### src/ftwa_pkg.sv
// ----------------------------------------------------------------------------
// ftwa_pkg
// Types and constants for the flow table with idle-timeout ageing.
// ----------------------------------------------------------------------------
package ftwa_pkg;

  typedef enum logic [2:0] {
    OP_ADD    = 3'd0,
    OP_LOOKUP = 3'd1,
    OP_TOUCH  = 3'd2,
    OP_REMOVE = 3'd3,
    OP_TICK   = 3'd4
  } ftwa_op_e;

  typedef enum logic [2:0] {
    CMD_ADD,
    CMD_LOOKUP,
    CMD_TOUCH,
    CMD_REMOVE,
    CMD_TICK,
    CMD_NOP
  } ftwa_cmd_e;

  typedef enum logic [1:0] {
    ST_HIT  = 2'd0,
    ST_NEW  = 2'd1,
    ST_MISS = 2'd2,
    ST_FULL = 2'd3
  } ftwa_status_e;

  typedef enum logic [1:0] {
    REG_IDLE_TIMEOUT = 2'd0,
    REG_CHECK_INTVL  = 2'd1,
    REG_ENCAP_CODE   = 2'd2
  } ftwa_reg_e;

  typedef enum logic [2:0] {
    S_CLEAR,
    S_IDLE,
    S_SCAN,
    S_DECIDE,
    S_SWEEP,
    S_STAMP,
    S_DONE
  } ftwa_state_e;

  localparam logic [15:0] IDLE_TIMEOUT_RST = 16'd30;
  localparam logic [7:0]  CHECK_INTVL_RST  = 8'd5;
  localparam logic [7:0]  ENCAP_CODE_RST   = 8'd1;
  localparam logic [1:0]  MARK_ENCAP       = 2'd3;
  localparam logic [1:0]  MARK_REFRESH     = 2'd1;
  localparam logic [6:0]  FREED_MAX        = 7'd127;

  typedef struct packed {
    logic [2:0]  operation;
    logic [3:0]  ip_ver;
    logic [31:0] remote_addr;
    logic [31:0] local_addr;
    logic [7:0]  transport_proto;
    logic [15:0] rem_port;
    logic [15:0] loc_port;
    logic [7:0]  owner_id;
    logic [31:0] remap_addr;
    logic [15:0] egress_policy;
    logic [15:0] ingress_policy;
  } ftwa_in_t;

  typedef struct packed {
    logic [1:0]  status;
    logic [5:0]  slot;
    logic [7:0]  entry_owner;
    logic [31:0] entry_remap;
    logic [15:0] entry_egress;
    logic [15:0] entry_ingress;
    logic [1:0]  refresh_mark;
    logic [6:0]  freed_count;
  } ftwa_out_t;

  typedef struct packed {
    logic [15:0] idle_timeout;
    logic [7:0]  check_interval;
    logic [7:0]  encap_action_code;
  } ftwa_cfg_t;

  typedef struct packed {
    ftwa_cmd_e   kind;
    logic [63:0] addrs;
    logic [43:0] rest;
    logic [7:0]  owner;
    logic [31:0] remap;
    logic [31:0] pol;
  } ftwa_cmd_t;

  typedef struct packed {
    logic      valid;
    ftwa_cmd_t cmd;
  } ftwa_q_t;

  typedef struct packed {
    logic        valid;
    logic [63:0] addrs;
    logic [43:0] rest;
    logic [7:0]  owner;
    logic [31:0] remap;
    logic [31:0] pol;
    logic [1:0]  refresh;
    logic [31:0] seen;
  } ftwa_row_t;

  function automatic ftwa_out_t ftwa_report(ftwa_status_e st, logic [5:0] slot,
                                            ftwa_row_t row, logic [6:0] freed);
    ftwa_out_t r;
    r.status        = st;
    r.slot          = slot;
    r.entry_owner   = row.owner;
    r.entry_remap   = row.remap;
    r.entry_egress  = row.pol[31:16];
    r.entry_ingress = row.pol[15:0];
    r.refresh_mark  = row.refresh;
    r.freed_count   = freed;
    return r;
  endfunction

endpackage

### src/ftwa_front.sv
// ----------------------------------------------------------------------------
// ftwa_front
// Command intake: decode the operation, pack the flow key, queue two deep.
// ----------------------------------------------------------------------------
module ftwa_front import ftwa_pkg::*; (
  input  logic     clk_i,
  input  logic     rst_ni,
  input  logic     start_i,
  input  ftwa_in_t in_i,
  input  logic     clearing_i,
  input  logic     pop_i,
  output logic     busy_o,
  output ftwa_q_t  head_o
);

  ftwa_cmd_t  q_q [2];
  logic       wp_q, wp_d;
  logic       rp_q, rp_d;
  logic [1:0] cnt_q, cnt_d;
  logic       push;
  logic       pop;
  ftwa_cmd_t  cmd;

  always_comb begin
    case (ftwa_op_e'(in_i.operation))
      OP_ADD:    cmd.kind = CMD_ADD;
      OP_LOOKUP: cmd.kind = CMD_LOOKUP;
      OP_TOUCH:  cmd.kind = CMD_TOUCH;
      OP_REMOVE: cmd.kind = CMD_REMOVE;
      OP_TICK:   cmd.kind = CMD_TICK;
      default:   cmd.kind = CMD_NOP;
    endcase
    cmd.addrs = {in_i.remote_addr, in_i.local_addr};
    cmd.rest  = {in_i.ip_ver, in_i.transport_proto, in_i.rem_port, in_i.loc_port};
    cmd.owner = in_i.owner_id;
    cmd.remap = in_i.remap_addr;
    cmd.pol   = {in_i.egress_policy, in_i.ingress_policy};
  end

  assign busy_o = (cnt_q == 2'd2) || clearing_i;
  assign push   = start_i && !busy_o;
  assign pop    = pop_i && (cnt_q != 2'd0);

  assign head_o.valid = (cnt_q != 2'd0);
  assign head_o.cmd   = q_q[rp_q];

  always_comb begin
    wp_d  = push ? ~wp_q : wp_q;
    rp_d  = pop ? ~rp_q : rp_q;
    cnt_d = cnt_q + {1'b0, push} - {1'b0, pop};
  end

  always_ff @(posedge clk_i or negedge rst_ni) begin
    if (!rst_ni) begin
      wp_q  <= 1'b0;
      rp_q  <= 1'b0;
      cnt_q <= 2'd0;
    end else begin
      wp_q  <= wp_d;
      rp_q  <= rp_d;
      cnt_q <= cnt_d;
    end
  end

  always_ff @(posedge clk_i) begin
    if (push) begin
      q_q[wp_q] <= cmd;
    end
  end

endmodule

### config.mk
export PLATFORM = sky130hd
export DESIGN_NAME = ftwa_front
export DESIGN_NICKNAME = d
export VERILOG_FILES = /design/src/ftwa_pkg.sv /design/src/ftwa_front.sv
export SDC_FILE = /design/constraint.sdc
export NUM_CORES = 1
export LEC_CHECK = 0
export BUFFER_PORTS_ARGS = -buffer_cell sky130_fd_sc_hd__buf_2
export CAP_MARGIN = 20
export CORE_UTILIZATION = 52
export DETAILED_ROUTE_END_ITERATION = 12
export HOLD_SLACK_MARGIN = 0.08
export PLACE_DENSITY = 0.79
export REMOVE_ABC_BUFFERS = 1
export SLEW_MARGIN = 20
export SYNTH_ARGS = -nofsm -noshare
export SYNTH_HDL_FRONTEND = slang
export SYNTH_SLANG_ARGS = --single-unit
### constraint.sdc
create_clock -name clk_i -period 12.99 [get_ports clk_i]
set_input_delay 0.6495 -clock clk_i [delete_from_list [all_inputs] [get_ports clk_i]]
set_output_delay 0.6495 -clock clk_i [all_outputs]
set_load 0.01 [all_outputs]
==> impl_metrics.ini, run 1 <==
[synthesis]
syn-cell-area_sq_um = 13400
synth_seq_area_share_pct = 82.5
syn_avg_cell_area_sq_um = 22.7
synthTopCellsByArea = edfxtp_1 82%, mux2_2 15%, dfrtp_1 0.74%, buf_4 0.67%, buf_6 0.50%
yosysUniqueCellTypes = 18
ys_seq_elements = 370
yosysWarnings = 0
synth_cells = 591
yosysTopAreaCell = edfxtp_1
synth_top_area_share_pct = 81.7

[power_and_ir_drop]
p_per_area_nw_per_um2 = 205
total_power_mw = 3.44
irDropWorstVdd_uv = 152
leakage_nw = 6.24

[detailed_routing]
viasPerCell = 5.11
drtIter0Drc = 495
ant_nets = 0
firstDrtPassIters = 4
wire_per_inst_microns = 19.9
drt-total-wl_microns = 26700
route.detailed.drc = 0
vias = 6844

[global_route]
grt_pass1_vias = 7129
grt_pass1_wl_microns = 38900
grt_usage_pct = 19.6
overflow = 0
grt_max_degree = 184
antenna_found_initial = 5

[sta]
setup_violations = 0
min_period_over_period_pct = 33.1
max-slew-margin-rel_pct = 27.8
rsz0062_at_grt = no
clock_skew_ns = 0.00829
finalCriticalPeriod_ns = 4.30
final.setup.tns_ns = 0
whs_ns = 0.329
timing.final.hold_violations = 0
clock.fmax_ghz = 0.233
tightest_slew_ns = 1.08
drv_slew = 0

[worst_setup_path]
r2r-end = q_q[1][121]
required_ns = 12.34
start_kind = flop
rrSetupSlack_ns = 10.13
end_kind = output port
timing.rr.start = cnt_q[1]
crit_type = reg -> out
cp.arrival_ns = 3.65
r2r_cells = 4
critPathMaxFanout = 83

[die]
rows = 58
die_y_microns = 163
start_util_pct = 53.2
coreArea_sq_um = 25300
die_x_microns = 163
die_area_sq_um = 26500
ios = 373

[clocking]
cts.sinks = 370
cts_buffers = 38
path_clk_slew_ns = 0.06
clock_latency_ns = 0.50
cts_buffer_depth = 3
post_cts_buffers = 0
cts_max_level = 2
cts-root-buf = clkbuf_16
cts_tree = done

[min_path]
hold_path_depth = 1
hp-class = in -> reg
worstHoldStart = in_i[161]
holdPathEnd = q_q[1][165]

[placement]
routabilityCongestion = 0.781
port_buffers = 372
dp_hpwl_microns = 17200

[final_layout]
drive_gt1_share_pct = 60.9
areaGrowthSynthToFinish_pct = 25.1
layout_commonest_cell = buf_2
final_util_pct = 66.6
nFillCells = 1767
layout_common_cells = 372 x buf_2, 366 x edfxtp_1, 183 x mux2_2, 41 x clkbuf_16, 6 x clkbuf_1
fin_nets = 1178

[status]
status = completed

[run]
cap_violations = 0
## power by group
part	total, mW	switching [mW]	internal, mW
sequential	1.54	0.0486	1.49
clock	1.04	0.410	0.626
combinational	0.870	0.461	0.409
## cell type report
class                      count  area (sq um)  share of cell area [%]
tap                          330           413                    2.45
multi-input combinational    198          2190                    13.0
sequential                   370         11100                    66.0
clock inverter                12           133                   0.789
inverter                       2          7.51                  0.0446
timing repair buffer         378          1930                    11.4
clock buffer                  47          1050                    6.23
antenna                        3          7.51                  0.0446
## sequential cells by signal (all words and copies together) (netlist names)
| signal | flops |
|---|---|
| q_q | 366 |
| cnt_q | 2 |
| rp_q | 1 |
| wp_q | 1 |
## synth_stat cells (all sizes together)
master,number
a21o,1
and2,1
buf,20
clkbuf,1
dfrtp,4
edfxtp,366
ha,2
inv,2
mux2,183
nand2b,2
nand3b,1
nor2,2
nor2b,1
or2,1
xnor2,3
xor2,1
## logic make-up after synthesis
family,share of synthesized area [%]
buf+inv,1.33
mux,15.3
simple gates,0.344
xor+xnor,0.261
compound gates,0.0559
flops,82.5
fa+ha+maj,0.186
## metal layers
layer	global-route usage, %	up-vias	share of wire (%)
met5	0	-	0.082
met4	7.35	4	2.8
met3	6.14	60	8.2
met2	34.2	277	52
met1	22.7	3344	37
li1	-	3159	-
## worst max path at each step
stage	from	endpoint	slack, ns	cells after the start
finish	rp_q	head_o[72]	8.69	4
floorplan	clearing_i	q_q[0][0]	3.77	2
global route	rp_q	head_o[94]	8.46	4
global placement	rp_q	head_o[129]	9.15	4
CTS	rp_q	head_o[129]	8.62	4
detailed placement	rp_q	head_o[129]	9.19	4
## metrics by stage
step	worst slack, ns	cells	cell area [sq um]
finish	8.69	1340	16800
global placement	9.15	1277	15600
detailed placement	9.19	1277	15600
global route	8.46	1339	16800
floorplan	3.77	570	13300
CTS	8.62	1337	16800
## worst max-delay path: stages, from the launching register on
cell and delay (ns):
dfrtp_4 0.66, buf_4 0.79, buf_4 0.97, mux2_2 0.43, buf_2 0.14
## repair_timing
| action | 4_1_cts | 5_1_grt |
|---|---|---|
| hold buffers | 1 | 0 |
| hold endpoints to repair | 4 | 0 |
| resized for setup | 0 | 0 |
(Power assumes the default switching activity.)
==> run 2: changes to the inputs <==
clock period = 4.5 ns   (was 12.99 ns; I/O delays follow)
==> impl_metrics.ini, run 2 (synthesized netlist as in run 1, its figures left out) <==
[detailed_routing]
viasPerCell = 5.04
vias = 7759
route.detailed.drc = 0
firstDrtPassIters = 5
ant_nets = 0
drt-total-wl_microns = 31500
drtIter0Drc = 613
wire_per_inst_microns = 20.5

[die]
coreArea_sq_um = 25300
start_util_pct = 53.2
rows = 58
ios = 373
die_area_sq_um = 26500
die_x_microns = 163
die_y_microns = 163

[worst_setup_path]
end_kind = output port
timing.rr.start = cnt_q[1]
r2r-end = q_q[0][96]
r2r_cells = 4
crit_type = reg -> out
cp.arrival_ns = 2.66
rrSetupSlack_ns = 2.28
required_ns = 4.28
critPathMaxFanout = 59
start_kind = flop

[sta]
setup_violations = 0
tightest_slew_ns = 1.07
min_period_over_period_pct = 64.2
drv_slew = 0
max-slew-margin-rel_pct = 28.5
rsz0062_at_grt = no
timing.final.hold_violations = 0
clock_skew_ns = 0.0112
whs_ns = 0.125
clock.fmax_ghz = 0.346
finalCriticalPeriod_ns = 2.89

[clocking]
cts.sinks = 370
path_clk_slew_ns = 0.06
cts_max_level = 2
post_cts_resize_count = 0
clock_latency_ns = 0.51
post_cts_buffers = 0
cts_hold_repair.buffers = 186
cts_tree = done
cts-root-buf = clkbuf_16
cts_buffers = 38
cts_buffer_depth = 3

[power_and_ir_drop]
p_per_area_nw_per_um2 = 551
irDropWorstVdd_uv = 521
total_power_mw = 10.4
leakage_nw = 7.07

[status]
status = completed

[final_layout]
largest_reg_flops = 366
layout_common_cells = 372 x buf_2, 366 x edfxtp_1, 186 x dlygate4sd3_1, 183 x mux2_2, 41 x clkbuf_16
regMostFlops = q_q
final_cell_count_no_fill = 1538
layout_commonest_cell = buf_2
top_regs = q_q (366), cnt_q (2)
fin_nets = 1365
drive_gt1_share_pct = 51.3
areaGrowthSynthToFinish_pct = 39.8

[global_route]
overflow = 0
grt_pass1_vias = 8447
grt_pass1_wl_microns = 46100
antenna_found_initial = 4
grt_max_degree = 105
grt_usage_pct = 23.4

[run]
cap_violations = 0

[placement]
dp_cells = 1279
routabilityCongestion = 0.778
port_buffers = 372
dp_hpwl_microns = 17700

[min_path]
hp-class = in -> async
[run 2: routing by layer]
metal	GRT usage [%]	share of wire (%)
met1	26.2	36
met2	42.5	53
met3	5.19	7.4
met4	10.2	3.8
met5	0	0.041
[run 2: report_power, final]
group | total (mW) | internal (mW) | switching, mW
registers | 4.51 | 4.29 | 0.218
logic | 2.63 | 1.29 | 1.34
clock network | 3.21 | 1.95 | 1.26
total | 10.4 | 7.53 | 2.82
[run 2: worst max-delay path, cell delays in order (launching register included)]
cell and delay (ns):
dfrtp_4 0.94, buf_4 0.61, mux2_2 0.42, buf_2 0.14
[run 2: worst max-delay path by stage]
stage | start | to | slack, ns | depth (start not counted)
6_report | rp_q | head_o[133] | 1.61 | 3
3_3_place_gp | rp_q | head_o[2] | 2.20 | 3
3_5_place_dp | rp_q | head_o[100] | 2.15 | 3
5_1_grt | rp_q | head_o[12] | 1.47 | 3
2_1_floorplan | cnt_q[1] | q_q[0][0] | -4.47 | 3
4_1_cts | rp_q | head_o[165] | 1.58 | 3
[run 2: cell type report]
type	instances	area [sq um]
Fill cell	1473	6460
Clock buffer	50	1060
Timing Repair Buffer	565	3800
Antenna cell	4	10.0
Clock inverter	19	216
Multi-Input combinational cell	198	2190
Inverter	2	7.51
Tap cell	330	413
Sequential cell	370	11100
[run 2: per-stage QoR]
stage / TNS, ns / utilization (%) / instance area (sq um) / worst slack, ns
6_report: 0 / 74.4 / 18800 / 1.61
5_1_grt: 0 / 74.4 / 18800 / 1.47
4_1_cts: 0 / 74.4 / 18800 / 1.58
3_5_place_dp: 0 / 61.9 / 15600 / 2.15
3_3_place_gp: 0 / 61.9 / 15600 / 2.20
2_1_floorplan: -1714.33 / - / 13300 / -4.47
